$ cat src/sv/ket_pkg.sv
package ket_pkg;

  localparam int MAX_ENTRIES_DEF = 16;
  localparam int WORDS           = 6;
  localparam int WORD_W          = 32;
  localparam int NODE_W          = 16;
  localparam int CHAN_W          = 8;
  localparam int KEY_W           = NODE_W + CHAN_W;
  localparam int ROW_W           = WORDS * WORD_W;
  localparam int CNT_OUT_W       = 5;

  typedef enum logic [1:0] {
    KIND_UPSERT = 2'd0,
    KIND_LOOKUP = 2'd1,
    KIND_REMOVE = 2'd2,
    KIND_CLEAR  = 2'd3
  } kind_t;

  typedef enum logic [1:0] {
    RES_OK      = 2'd0,
    RES_FULL    = 2'd1,
    RES_MISSING = 2'd2
  } res_code_t;

  typedef enum logic [2:0] {
    ST_IDLE,
    ST_START,
    ST_SCAN,
    ST_SHIFT_RD,
    ST_SHIFT_WR,
    ST_DONE
  } state_t;

  // Controller to datapath
  typedef struct packed {
    logic      accept;
    logic      scan_start;
    logic      scan_next;
    logic      upd_write;
    logic      append;
    logic      clear;
    logic      shift_read;
    logic      shift_write;
    logic      shrink;
    logic      set_res;
    logic      take;
    res_code_t code;
    logic      emit;
  } cmd_t;

  // Datapath to controller
  typedef struct packed {
    kind_t kind;
    logic  key_hit;
    logic  at_last;
    logic  empty;
    logic  full;
    logic  out_busy;
  } sts_t;

endpackage

$ cat src/sv/keyed_entry_table_with_compaction.sv
// Keyed entry table: up to MAX_ENTRIES entries, each a 24-bit key
// ({node_id, channel}) and six 32-bit payload words, kept dense in slots
// 0 .. count-1 in insertion order.
// Request channel (req_valid / req_stall): kind selects upsert, lookup,
// remove or clear; a request is taken when req_valid is high and req_stall
// low. One request is worked on at a time; req_stall is high from the cycle
// after a request is taken until its result has been placed in the output
// register, so the next request may be taken while that result still waits.
// Result channel (res_valid / res_stall): exactly one result per request,
// carrying status, the looked-up payload (zero unless a lookup hit) and the
// entry count after the request. A stalled result holds; the block stops
// in its final step until the output register is free.
// A clear, or any request on an empty table, goes straight to the result;
// otherwise slots are searched in order until a hit or the last entry, one
// key and payload read per cycle through the single read port of the slot
// RAMs; a remove that hits then moves every later entry down one slot.
// The block returns to idle as the result is loaded and can take another request.
// Reset (rst, synchronous) empties the table and drops any pending result;
// slot RAMs need no clearing, since only slots below the count are read.
module keyed_entry_table_with_compaction #(
  parameter int MAX_ENTRIES = ket_pkg::MAX_ENTRIES_DEF
) (
  input  logic                            clk,
  input  logic                            rst,
  input  logic                            req_valid,
  output logic                            req_stall,
  input  logic [1:0]                      kind,
  input  logic [ket_pkg::NODE_W-1:0]      node_id,
  input  logic [ket_pkg::CHAN_W-1:0]      channel,
  input  logic [ket_pkg::WORD_W-1:0]      alpha_word,
  input  logic [ket_pkg::WORD_W-1:0]      beta_word,
  input  logic [ket_pkg::WORD_W-1:0]      gamma_word,
  input  logic [ket_pkg::WORD_W-1:0]      wavelength_word,
  input  logic [ket_pkg::WORD_W-1:0]      range_low_word,
  input  logic [ket_pkg::WORD_W-1:0]      range_high_word,
  output logic                            res_valid,
  input  logic                            res_stall,
  output logic [1:0]                      status,
  output logic [ket_pkg::WORD_W-1:0]      alpha_out,
  output logic [ket_pkg::WORD_W-1:0]      beta_out,
  output logic [ket_pkg::WORD_W-1:0]      gamma_out,
  output logic [ket_pkg::WORD_W-1:0]      wavelength_out,
  output logic [ket_pkg::WORD_W-1:0]      range_low_out,
  output logic [ket_pkg::WORD_W-1:0]      range_high_out,
  output logic [ket_pkg::CNT_OUT_W-1:0]   entry_count
);

  ket_pkg::cmd_t cmd;
  ket_pkg::sts_t sts;

  // Sequencer: search, update, append, compaction and result hand-off
  ket_ctrl u_ctrl (
    .clk       (clk),
    .rst       (rst),
    .req_valid (req_valid),
    .req_stall (req_stall),
    .sts       (sts),
    .cmd       (cmd)
  );

  // Request registers, slot RAMs, entry count and output register
  ket_dp #(.MAX_ENTRIES(MAX_ENTRIES)) u_dp (
    .clk             (clk),
    .rst             (rst),
    .cmd             (cmd),
    .sts             (sts),
    .kind            (kind),
    .node_id         (node_id),
    .channel         (channel),
    .alpha_word      (alpha_word),
    .beta_word       (beta_word),
    .gamma_word      (gamma_word),
    .wavelength_word (wavelength_word),
    .range_low_word  (range_low_word),
    .range_high_word (range_high_word),
    .res_valid       (res_valid),
    .res_stall       (res_stall),
    .status          (status),
    .alpha_out       (alpha_out),
    .beta_out        (beta_out),
    .gamma_out       (gamma_out),
    .wavelength_out  (wavelength_out),
    .range_low_out   (range_low_out),
    .range_high_out  (range_high_out),
    .entry_count     (entry_count)
  );

`ifndef NO_ASSERTIONS
  // One request at a time: taking a request closes the request channel
  a_one_at_a_time: assert property (@(posedge clk) disable iff (rst)
    req_valid && !req_stall |=> req_stall)
    else $error("request taken while another is in progress");

  // A new result only follows work on a taken request
  a_result_after_work: assert property (@(posedge clk) disable iff (rst)
    $rose(res_valid) |-> $past(req_stall))
    else $error("result appeared without a request in progress");

  // Payload is shown only on success
  a_payload_zero: assert property (@(posedge clk) disable iff (rst)
    res_valid && status != ket_pkg::RES_OK |->
      alpha_out == '0 && beta_out == '0 && gamma_out == '0 &&
      wavelength_out == '0 && range_low_out == '0 && range_high_out == '0)
    else $error("payload not zero on a failed request");

  // The count never exceeds the table size
  a_count_bound: assert property (@(posedge clk) disable iff (rst)
    res_valid |-> (MAX_ENTRIES >= 32) ||
                  (entry_count <= ket_pkg::CNT_OUT_W'(MAX_ENTRIES)))
    else $error("entry count above table size");
`endif

endmodule

$ cat src/sv/ket_ram.sv
module ket_ram #(
  parameter int WIDTH = ket_pkg::ROW_W,
  parameter int DEPTH = ket_pkg::MAX_ENTRIES_DEF
) (
  input  logic                                     clk,
  input  logic                                     wr_en,
  input  logic [((DEPTH > 1) ? $clog2(DEPTH) : 1)-1:0] wr_addr,
  input  logic [WIDTH-1:0]                         wr_data,
  input  logic                                     rd_en,
  input  logic [((DEPTH > 1) ? $clog2(DEPTH) : 1)-1:0] rd_addr,
  output logic [WIDTH-1:0]                         rd_data
);

  logic [WIDTH-1:0] mem [DEPTH];

  always_ff @(posedge clk) begin
    if (wr_en) begin
      mem[wr_addr] <= wr_data;
    end
    if (rd_en) begin
      rd_data <= mem[rd_addr];
    end
  end

endmodule

$ cat src/sv/ket_ctrl.sv
module ket_ctrl (
  input  logic           clk,
  input  logic           rst,
  input  logic           req_valid,
  output logic           req_stall,
  input  ket_pkg::sts_t  sts,
  output ket_pkg::cmd_t  cmd
);

  ket_pkg::state_t state;
  ket_pkg::state_t state_next;

  always_ff @(posedge clk) begin
    if (rst) begin
      state <= ket_pkg::ST_IDLE;
    end else begin
      state <= state_next;
    end
  end

  always_comb begin
    logic do_miss;
    do_miss    = 1'b0;
    cmd        = '0;
    cmd.code   = ket_pkg::RES_OK;
    state_next = state;
    req_stall  = (state != ket_pkg::ST_IDLE);

    case (state)
      ket_pkg::ST_IDLE: begin
        if (req_valid) begin
          cmd.accept = 1'b1;
          state_next = ket_pkg::ST_START;
        end
      end
      ket_pkg::ST_START: begin
        if (sts.kind == ket_pkg::KIND_CLEAR) begin
          cmd.clear   = 1'b1;
          cmd.set_res = 1'b1;
          state_next  = ket_pkg::ST_DONE;
        end else if (sts.empty) begin
          do_miss = 1'b1;
        end else begin
          cmd.scan_start = 1'b1;
          state_next     = ket_pkg::ST_SCAN;
        end
      end
      ket_pkg::ST_SCAN: begin
        if (sts.key_hit) begin
          cmd.set_res = 1'b1;
          state_next  = ket_pkg::ST_DONE;
          case (sts.kind)
            ket_pkg::KIND_UPSERT: cmd.upd_write = 1'b1;
            ket_pkg::KIND_LOOKUP: cmd.take = 1'b1;
            ket_pkg::KIND_REMOVE: state_next = ket_pkg::ST_SHIFT_RD;
            default:              cmd.take = 1'b0;
          endcase
        end else if (sts.at_last) begin
          do_miss = 1'b1;
        end else begin
          cmd.scan_next = 1'b1;
        end
      end
      ket_pkg::ST_SHIFT_RD: begin
        if (sts.at_last) begin
          cmd.shrink = 1'b1;
          state_next = ket_pkg::ST_DONE;
        end else begin
          cmd.shift_read = 1'b1;
          state_next     = ket_pkg::ST_SHIFT_WR;
        end
      end
      ket_pkg::ST_SHIFT_WR: begin
        cmd.shift_write = 1'b1;
        state_next      = ket_pkg::ST_SHIFT_RD;
      end
      ket_pkg::ST_DONE: begin
        if (!sts.out_busy) begin
          cmd.emit   = 1'b1;
          state_next = ket_pkg::ST_IDLE;
        end
      end
      default: begin
        state_next = ket_pkg::ST_IDLE;
      end
    endcase

    // No matching key: append, report full, or report missing
    if (do_miss) begin
      cmd.set_res = 1'b1;
      state_next  = ket_pkg::ST_DONE;
      if (sts.kind == ket_pkg::KIND_UPSERT) begin
        if (sts.full) begin
          cmd.code = ket_pkg::RES_FULL;
        end else begin
          cmd.append = 1'b1;
        end
      end else begin
        cmd.code = ket_pkg::RES_MISSING;
      end
    end
  end

endmodule

$ cat src/sv/ket_dp.sv
module ket_dp #(
  parameter int MAX_ENTRIES = ket_pkg::MAX_ENTRIES_DEF
) (
  input  logic                            clk,
  input  logic                            rst,
  input  ket_pkg::cmd_t                   cmd,
  output ket_pkg::sts_t                   sts,
  input  logic [1:0]                      kind,
  input  logic [ket_pkg::NODE_W-1:0]      node_id,
  input  logic [ket_pkg::CHAN_W-1:0]      channel,
  input  logic [ket_pkg::WORD_W-1:0]      alpha_word,
  input  logic [ket_pkg::WORD_W-1:0]      beta_word,
  input  logic [ket_pkg::WORD_W-1:0]      gamma_word,
  input  logic [ket_pkg::WORD_W-1:0]      wavelength_word,
  input  logic [ket_pkg::WORD_W-1:0]      range_low_word,
  input  logic [ket_pkg::WORD_W-1:0]      range_high_word,
  output logic                            res_valid,
  input  logic                            res_stall,
  output logic [1:0]                      status,
  output logic [ket_pkg::WORD_W-1:0]      alpha_out,
  output logic [ket_pkg::WORD_W-1:0]      beta_out,
  output logic [ket_pkg::WORD_W-1:0]      gamma_out,
  output logic [ket_pkg::WORD_W-1:0]      wavelength_out,
  output logic [ket_pkg::WORD_W-1:0]      range_low_out,
  output logic [ket_pkg::WORD_W-1:0]      range_high_out,
  output logic [ket_pkg::CNT_OUT_W-1:0]   entry_count
);

  localparam int AW = (MAX_ENTRIES > 1) ? $clog2(MAX_ENTRIES) : 1;
  localparam int CW = $clog2(MAX_ENTRIES + 1);
  localparam int WW = ket_pkg::WORD_W;

  ket_pkg::kind_t            req_kind;
  logic [ket_pkg::KEY_W-1:0] req_key;
  logic [ket_pkg::ROW_W-1:0] req_row;
  logic [CW-1:0]             count;
  logic [CW-1:0]             idx;
  logic [CW-1:0]             idx_inc;
  ket_pkg::res_code_t        res_code;
  logic                      res_take;

  logic                      wr_en;
  logic [AW-1:0]             wr_addr;
  logic [ket_pkg::KEY_W-1:0] wr_key;
  logic [ket_pkg::ROW_W-1:0] wr_row;
  logic                      rd_en;
  logic [AW-1:0]             rd_addr;
  logic [ket_pkg::KEY_W-1:0] key_rd;
  logic [ket_pkg::ROW_W-1:0] row_rd;

  assign idx_inc = idx + CW'(1);

  always_comb begin
    wr_en   = cmd.upd_write | cmd.append | cmd.shift_write;
    wr_addr = cmd.append ? count[AW-1:0] : idx[AW-1:0];
    wr_key  = cmd.shift_write ? key_rd : req_key;
    wr_row  = cmd.shift_write ? row_rd : req_row;
    rd_en   = cmd.scan_start | cmd.scan_next | cmd.shift_read;
    rd_addr = cmd.scan_start ? '0 : idx_inc[AW-1:0];
  end

  ket_ram #(.WIDTH(ket_pkg::KEY_W), .DEPTH(MAX_ENTRIES)) u_key_ram (
    .clk     (clk),
    .wr_en   (wr_en),
    .wr_addr (wr_addr),
    .wr_data (wr_key),
    .rd_en   (rd_en),
    .rd_addr (rd_addr),
    .rd_data (key_rd)
  );

  ket_ram #(.WIDTH(ket_pkg::ROW_W), .DEPTH(MAX_ENTRIES)) u_row_ram (
    .clk     (clk),
    .wr_en   (wr_en),
    .wr_addr (wr_addr),
    .wr_data (wr_row),
    .rd_en   (rd_en),
    .rd_addr (rd_addr),
    .rd_data (row_rd)
  );

  always_comb begin
    sts.kind     = req_kind;
    sts.key_hit  = (key_rd == req_key);
    sts.at_last  = (idx_inc >= count);
    sts.empty    = (count == '0);
    sts.full     = (count == CW'(MAX_ENTRIES));
    sts.out_busy = res_valid & res_stall;
  end

  // Request capture and working registers
  always_ff @(posedge clk) begin
    if (cmd.accept) begin
      req_kind <= ket_pkg::kind_t'(kind);
      req_key  <= {node_id, channel};
      req_row  <= {range_high_word, range_low_word, wavelength_word,
                   gamma_word, beta_word, alpha_word};
    end
    if (cmd.scan_start) begin
      idx <= '0;
    end else if (cmd.scan_next | cmd.shift_write) begin
      idx <= idx_inc;
    end
    if (cmd.set_res) begin
      res_code <= cmd.code;
      res_take <= cmd.take;
    end
  end

  always_ff @(posedge clk) begin
    if (rst) begin
      count <= '0;
    end else if (cmd.clear) begin
      count <= '0;
    end else if (cmd.append) begin
      count <= count + CW'(1);
    end else if (cmd.shrink) begin
      count <= count - CW'(1);
    end
  end

  // Output register
  always_ff @(posedge clk) begin
    if (rst) begin
      res_valid <= 1'b0;
    end else if (cmd.emit) begin
      res_valid <= 1'b1;
    end else if (!res_stall) begin
      res_valid <= 1'b0;
    end
  end

  always_ff @(posedge clk) begin
    if (cmd.emit) begin
      status         <= res_code;
      alpha_out      <= res_take ? row_rd[0*WW +: WW] : '0;
      beta_out       <= res_take ? row_rd[1*WW +: WW] : '0;
      gamma_out      <= res_take ? row_rd[2*WW +: WW] : '0;
      wavelength_out <= res_take ? row_rd[3*WW +: WW] : '0;
      range_low_out  <= res_take ? row_rd[4*WW +: WW] : '0;
      range_high_out <= res_take ? row_rd[5*WW +: WW] : '0;
      entry_count    <= ket_pkg::CNT_OUT_W'(count);
    end
  end

endmodule
$ cat config.mk
export PLATFORM = sky130hd
export DESIGN_NAME = keyed_entry_table_with_compaction
export DESIGN_NICKNAME = d
export VERILOG_FILES = /design/src/sv/ket_pkg.sv /design/src/sv/keyed_entry_table_with_compaction.sv /design/src/sv/ket_ram.sv /design/src/sv/ket_ctrl.sv /design/src/sv/ket_dp.sv
export SDC_FILE = /design/constraint.sdc
export NUM_CORES = 2
export LEC_CHECK = 0
export ABC_CLOCK_PERIOD_IN_PS = 62100
export BUFFER_PORTS_ARGS = -buffer_cell sky130_fd_sc_hd__buf_4
export CORE_UTILIZATION = 26
export CTS_CLUSTER_DIAMETER = 200
export CTS_CLUSTER_SIZE = 16
export DETAILED_ROUTE_END_ITERATION = 10
export PLACE_DENSITY = 0.46
export SETUP_SLACK_MARGIN = 0.5
export SLEW_MARGIN = 20
export SYNTH_ARGS = -nofsm -noshare
export SYNTH_HDL_FRONTEND = slang
export SYNTH_HIERARCHICAL = 1
export SYNTH_SLANG_ARGS = --single-unit
$ cat constraint.sdc
create_clock -name clk -period 62.1 [get_ports clk]
set_clock_uncertainty 0.2 [all_clocks]
set_input_delay 0 -clock clk [delete_from_list [all_inputs] [get_ports clk]]
set_output_delay 0 -clock clk [all_outputs]
set_load 0.005 [all_outputs]
; ---- After elaboration in Yosys (flattened, before gate mapping)
; Memory sizes are Yosys's and may differ from the RTL's. A register that Yosys moved wholly into a read port is not among the register bits.
; Cells that the tools add are included.
[totals]
elab_cells = 111
mem_count = 2
ff_bits = 434
output_inout_bits = 201
mem_bits_rw = 3456
[memory_table]
columns = name, depth, width, rd, rd_ports_with_merged_regs, wr, line
row1 = u_dp.u_row_ram.mem, 16, 192, 1, 1, 1, ket_ram.sv:14  ; logic [WIDTH-1:0] mem [DEPTH];
row2 = u_dp.u_key_ram.mem, 16, 24, 1, 1, 1, ket_ram.sv:14
[op_classes]
add_sub_neg = 3
eq_ne = 19
magnitude_cmp = 1
mux = 50
bitwise = 6
reduce_logical = 11
[op_table]
columns = cell, n
row1 = two-way mux 192 bit, 1
row2 = two-way mux 1 bit, 31
row3 = equality test 24 bit, 1
row4 = two-way mux 24 bit, 1
row5 = two-way mux 3 bit, 7
row6 = one-hot mux 3 bit (6 select lines), 1
row7 = "adder 5 x 1 -> 5 bit, second input constant", 2
row8 = two-way mux 5 bit, 2
row9 = "inequality test 3 x 2 -> 1 bit, second input constant", 3
row10 = two-way mux 4 bit, 2
row11 = AND reduction 4 bit, 2
row12 = "equality test 3 x 2 -> 1 bit, second input constant", 2
row13 = "equality test 3 bit, second input constant", 2
row14 = two-way mux 2 bit, 3
row15 = "inequality test 2 bit, second input constant", 3
row16 = "equality test 5 bit, second input constant", 1
row17 = >= comparator 5 bit, 1
row18 = zero test 5 bit, 1
row19 = OR 1 bit, 5
row20 = "subtractor 5 x 1 -> 5 bit, second input constant", 1
row21 = "equality test 2 bit, second input constant", 2
row22 = "inequality test 4 x 2 -> 1 bit, second input constant", 1
row23 = one-hot mux 1 bit (2 select lines), 2
row24 = AND reduction 2 bit, 2
row25 = other kinds (10), 11

; ---- Depth between registers and ports, before layout
[depth]
depth_word = 10
ltp_mapped = 16

; ---- Cells and area by module
; The synthesis kept the hierarchy.
[by_module_without_submodules]
columns = mod, cells_per_inst, instances, area_per_inst_um2
row1 = ket_ram at u_dp.u_row_ram, 5010, 1, 121014.8
row2 = ket_dp, 1005, 1, 17510.5
row3 = ket_ram at u_dp.u_key_ram, 636, 1, 15170.8
row4 = ket_ctrl, 60, 1, 465.4

; ---- Worst setup path before layout
; No wires, ideal clock.
[synth_path]
path_type = flip-flop to flip-flop
start = register u_ctrl.state[1]
end = register u_dp/req_key[0] in the netlist's numbering (enable)
setup_slack_ns = 37.763
required_ns = 60.493
t_arrival_ns = 22.730
synth_period_minus_slack_ns = 24.337
path_buffers = 2
path_stages_with_launch = 4
cell_sequence = dfxtp_1 > buf_6 > buf_4 > nor4b_1
[synth_rtl]
columns = element, line
row1 = from (decl), ket_ctrl.sv:10  ; ket_pkg::state_t state;
row2 = from (signal assigned), ket_ctrl.sv:15  ; state <= ket_pkg::ST_IDLE;
row3 = from (signal assigned), ket_ctrl.sv:17  ; state <= state_next;
row4 = to (signal assigned), ket_dp.sv:95  ; req_key <= {node_id, channel};
row5 = to (decl), ket_dp.sv:34  ; logic [ket_pkg::KEY_W-1:0] req_key;

==> run summary <==
Of the synthesized area, sequential elements account for 0.799. Counting the fill cells in the layout gives between 50k and 60k. The global-route wire length before repair is between 600000 and 700000 um.

The total negative slack is 0 ps. The cell type with the highest occurrence count on the critical path is sky130_fd_sc_hd__buf_4. The critical path contains buffers and inverters numbering 5 combined.

The post-DP HPWL came out at 228000 um. The leakage component of the power came out at 55.1 nW. The setup check on the worst reg-to-reg path leaves a slack of 54460 ps. The area of the core is 0.590 mm^2. In this run the worst path has a maximum fanout of 39.

The share of the clock period used by the worst path after layout came out at 0.123. The yosys synthesis warning count came out at 6. Setup repair after global routing left no endpoint under its margin. Measured against its own limit, the worst slew margin works out to 0.234. The vertical die dimension is approximately 770 um. The final net count is slightly below 8k. The vias after detailed routing came out at just over 70k. The worst-margin pin slew is 1150 ps. The signal on the critical path passes through ha_1 -> nand3_1 -> xnor2_1 -> ha_1 -> nand2_1 -> o21ai_0 -> nor2b_1 -> a32oi_2 -> nor4_1 -> buf_4 -> mux2_2 -> or3b_2 -> nor2_4 -> buf_4 -> buf_4 -> buf_4 -> buf_4. The final routed wirelength across all metal layers is 435000 um.

The number of DRC violations after detailed-routing iteration 0 is 6434. The critical path crosses 17 cells after its start point. The highest ir drop seen on vdd is 0.0000568 V.

The instance count of the mapped netlist came out at 6711. Of the total power, combinational logic draws 0.334. The synthesis-to-layout area growth came out at 16.7%. For this design the top-level I/O count stands at 423. The clock network fraction of total power came out at 0.217.

The area share of and/or/nand/nor cells after synthesis came out at 0.0188. The worst register-to-register path ends at u_dp/u_row_ram/mem[2][174]. The post-synthesis xor/xnor area fraction came out at 0.00182. The arrival time of the worst setup path is 7990 ps.

By area, the combinational part of the netlist is dominated by multiplexers. The max-slew violation count came to 0. The starting density of the core came out at 0.261. Yosys mapped a number of flops with a built-in enable equal to ~4.1k.

The achievable frequency is between 100 and 150 MHz. The number of core rows came out at roughly 280. For this run, design rule violations remaining after detail routing come to 0. The area occupied by registers is approximately 0.12 mm^2.

The hold violation total from the final report is 0. The number of library cell types mapped by synthesis is 60. Summing all multi-input logic gate instances after layout gives 0.0296 mm^2.

The proportion of synthesized area in mux cells is 0.144. The clock passes through at most 4 buffers. Of the cells placed in the final design, the portion with a size suffix greater than 1 is 0.273. The worst hold path belongs to the class input port to flip-flop.

The highest-delay cell along the critical path is sky130_fd_sc_hd__buf_4. The final weighted congestion of routability-driven global placement is about 0.72. The minimum clock period after layout came out at 7640 ps. The number of synthesized register bits came out at around 4.1k. After detailed routing, the met2 layer carries 207000 um of wire. The average instance area after synthesis is 23.0 um^2. The required arrival time at the worst endpoint came out at 62450 ps. The flow ran to the end, and the final reports show no timing, DRC or antenna violations.

The switching power came out at about 0.0028 W. In this run the cell area of the synthesized design comes to 0.154 mm^2. After detailed routing, no signal wire sits above met5. In this run the worst setup path terminates at u_dp/u_row_ram/mem[2][174]. The worst setup path is of the flip-flop to flip-flop kind. The worst setup path is captured at a flip-flop. Of the total power, the share spent switching nets is 0.330.

The length in cells of the worst reg-to-reg path came out at 17. The combined global-route utilization of all metal layers came out at 0.142. The sequential cell fraction of total power came out at 0.449. The net count after synthesis came out at 6943. After detailed routing, the average wire length per cell comes to 28.0 um. In this run the worst setup path begins at u_dp/idx[0]. For this run, the share of the core covered by cells in the final layout is 0.305. The die is approximately 770 um wide.

The largest net degree at the start of global routing is between 100 and 150. The aggregate global routing overflow came out at 0. The first detailed-routing pass took 5 iterations. The number of gates given a new drive strength after cts came out at 0. The tool flagged a number of max-cap violations equal to 0. The initial antenna violation count came out at 45.

The compound-gate portion of the synthesized area was 0.0240. The final total power is about 0.0084 W. The TritonCTS sink count came out at 4106. The number of vias per cell came out at between 4 and 5.

The async set or reset register ratio after synthesis is 0. The cell-internal power came out at 0.00562 W. Detailed routing placed a total of between 20000 and 25000 um of wire on met3. The number of nets still failing antenna checks after routing came out at 0. The worst flop-to-flop path startpoint is u_dp/idx[0]. The number of setup violations in the final report is 0. Counting instances, the worst hold path has a depth of 3. The clock buffer count from CTS came out at 295. The clock tree from TritonCTS is yes. The most used flip-flop cell after synthesis is sky130_fd_sc_hd__edfxtp_1. The routed metal-1 wire length is 193000 um. The cell family contributing the most delay on the critical path is buffers and inverters. The number of I/O port buffers came out at 422. The die covers 0.596 mm^2. The clock transition at the register clock pins on the worst setup and hold paths after CTS came out at about 70 ps. The root buffer cell chosen for the clock tree is sky130_fd_sc_hd__clkbuf_16. The nature of the critical path startpoint is a flip-flop. The adder-cell share of the synthesized area is 0.000860. The number of global-route vias before repair is slightly below 80k. In this design, the stage delay of the slowest critical-path cell is 780 ps.

Clock latency on the worst-skew pair, taken at its later pin, is between 900 and 1000 ps. The total number of H-tree levels is 5. The power per cell area is 46.7 mW/mm^2.
-- worst register-to-register path, stage by stage (launching register included) --
cell	delay, ps
sky130_fd_sc_hd__dfxtp_1	480
sky130_fd_sc_hd__ha_1	300
sky130_fd_sc_hd__nand3_1	120
sky130_fd_sc_hd__xnor2_1	160
sky130_fd_sc_hd__ha_1	300
sky130_fd_sc_hd__nand2_1	70
sky130_fd_sc_hd__o21ai_0	560
sky130_fd_sc_hd__nor2b_1	290
sky130_fd_sc_hd__a32oi_2	120
sky130_fd_sc_hd__nor4_1	220
sky130_fd_sc_hd__buf_4	230
sky130_fd_sc_hd__mux2_2	410
sky130_fd_sc_hd__or3b_2	620
sky130_fd_sc_hd__nor2_4	120
sky130_fd_sc_hd__buf_4	580
sky130_fd_sc_hd__buf_4	780
sky130_fd_sc_hd__buf_4	820
sky130_fd_sc_hd__buf_4	840
-- placed cells by master (no fill, tap or decap), types with 6 or more instances in the layout --
cell type,Yosys,final
sky130_fd_sc_hd__buf_12,0,21
sky130_fd_sc_hd__and2_1,198,195
sky130_fd_sc_hd__mux4_2,816,816
sky130_fd_sc_hd__dfxtp_1,14,14
sky130_fd_sc_hd__a21oi_1,14,14
sky130_fd_sc_hd__dlygate4sd3_1,0,459
sky130_fd_sc_hd__a221oi_1,18,18
sky130_fd_sc_hd__inv_1,6,6
sky130_fd_sc_hd__ha_1,9,9
sky130_fd_sc_hd__nand3_1,7,7
sky130_fd_sc_hd__nand2b_1,28,27
sky130_fd_sc_hd__a22oi_1,376,376
sky130_fd_sc_hd__xnor2_1,10,10
sky130_fd_sc_hd__clkbuf_16,0,297
sky130_fd_sc_hd__clkinv_16,0,9
sky130_fd_sc_hd__o221ai_1,30,30
sky130_fd_sc_hd__nor2_1,46,18
sky130_fd_sc_hd__nand2_1,180,180
sky130_fd_sc_hd__inv_16,0,7
sky130_fd_sc_hd__mux2_2,307,307
sky130_fd_sc_hd__nor2b_4,0,9
sky130_fd_sc_hd__buf_4,56,573
sky130_fd_sc_hd__nor2b_1,42,32
sky130_fd_sc_hd__edfxtp_1,4092,4092
sky130_fd_sc_hd__o21ai_0,28,28
sky130_fd_sc_hd__diode_2,0,16
sky130_fd_sc_hd__xor2_1,22,22
sky130_fd_sc_hd__nor2_4,0,28
sky130_fd_sc_hd__inv_6,0,7
sky130_fd_sc_hd__clkbuf_1,161,7
sky130_fd_sc_hd__o22a_1,10,10
sky130_fd_sc_hd__nor4_1,6,6
sky130_fd_sc_hd__nor3_2,0,10
sky130_fd_sc_hd__mux2i_1,36,36
-- cell type report --
| class | count | share of cell area |
|---|---|---|
| clock inverters | 26 | 0.00289 |
| clock buffers | 304 | 0.0415 |
| inverters | 7 | 0.000146 |
| well taps | 7810 | 0.0543 |
| diodes | 16 | 0.000223 |
| flip-flops and latches | 4106 | 0.685 |
| multi-input cells | 2245 | 0.164 |
| repair buffers | 1054 | 0.0519 |
-- synthesized netlist by cell type (all sizes together), types with 3 or more instances --
library cell	count	area, um^2
edfxtp	4092	123000
mux4	816	18400
a22oi	376	2820
mux2	307	3460
and2	198	1240
buf	192	1170
nand2	181	682
clkbuf	161	604
nor2	46	173
nor2b	43	272
mux2i	36	360
o21ai	30	154
o221ai	30	263
nand2b	28	175
xor2	22	193
a221oi	18	158
a21oi	14	70.1
dfxtp	14	280
nor3	14	70.1
o22a	10	87.6
xnor2	10	87.6
ha	9	113
inv	7	26.3
nand3	7	35.0
nor4	6	37.5
nand3b	5	37.5
a21o	4	30.0
or3	4	25.0
and3	3	20.0
nand4	3	18.8
or2	3	18.8
-- how the worst min path moves through the flow --
stage / start / to / slack [ps]
after global routing: wavelength_word[28] / u_dp/req_row[124] / 50
after CTS: range_high_word[25] / u_dp/req_row[185] / 2
after detailed placement: alpha_word[5] / u_dp/req_row[5] / -20
after floorplan: rst / u_ctrl/state[0] / -130
final: alpha_word[15] / u_dp/req_row[15] / 100
after global placement: wavelength_word[14] / u_dp/req_row[110] / -20
-- power groups by stage --
stage	combinational [W]	sequential, W	clock [W]
finish	0.00280	0.00377	0.00182
global route	0.00304	0.00379	0.00197
CTS	0.00288	0.00377	0.00189
detailed placement	0.00285	0.00383	0
global placement	0.00282	0.00383	0
floorplan	0.00193	0.00385	0
-- stage by stage --
step / hold WS, ps / cell area (um^2) / worst slack [ps] / std cells
3_3_place_gp: -21.0 / 167000 / 54480 / 14800
6_report: 99.3 / 180000 / 54460 / 15600
3_5_place_dp: -20.6 / 167000 / 54470 / 14800
4_1_cts: 1.60 / 180000 / 54430 / 15600
5_1_grt: 47.9 / 180000 / 54100 / 15600
2_1_floorplan: -131 / 154000 / 37760 / 6711
-- metal layers --
metal / GRT usage / up-vias
met5: 0 / -
met4: 0.0315 / 6
met3: 0.0236 / 479
met2: 0.232 / 2005
met1: 0.199 / 39900
li1: - / 30000
-- state kept, by name, summed over array words and instances (netlist names), 3 cells and up --
| signal | count |
|---|---|
| u_ctrl/state | 3 |
| u_dp/alpha_out | 32 |
| u_dp/beta_out | 32 |
| u_dp/count | 5 |
| u_dp/entry_count | 5 |
| u_dp/gamma_out | 32 |
| u_dp/idx | 5 |
| u_dp/range_high_out | 32 |
| u_dp/range_low_out | 32 |
| u_dp/req_key | 24 |
| u_dp/req_row | 192 |
| u_dp/u_key_ram/mem | 384 |
| u_dp/u_key_ram/rd_data | 24 |
| u_dp/u_row_ram/mem | 3072 |
| u_dp/u_row_ram/rd_data | 192 |
| u_dp/wavelength_out | 32 |
-- cells by family (layout without fill, tap and decap cells) --
| group | count (synthesis) | after routing |
|---|---|---|
| buffers and inverters | 360 | 1391 |
| other | 0 | 16 |
| adder cells (fa/ha/maj) | 10 | 10 |
| AO/OA/AOI/OAI | 493 | 493 |
| multiplexers | 1159 | 1159 |
| XOR/XNOR | 32 | 32 |
| flip-flops | 4106 | 4106 |
| AND/OR/NAND/NOR | 551 | 551 |
-- timing repair --
action	in CTS	in global routing
buffers inserted	0	0
endpoints found under the hold margin	291	0
hold buffers	459	0
Note: power is estimated with default switching activity, not from simulation.
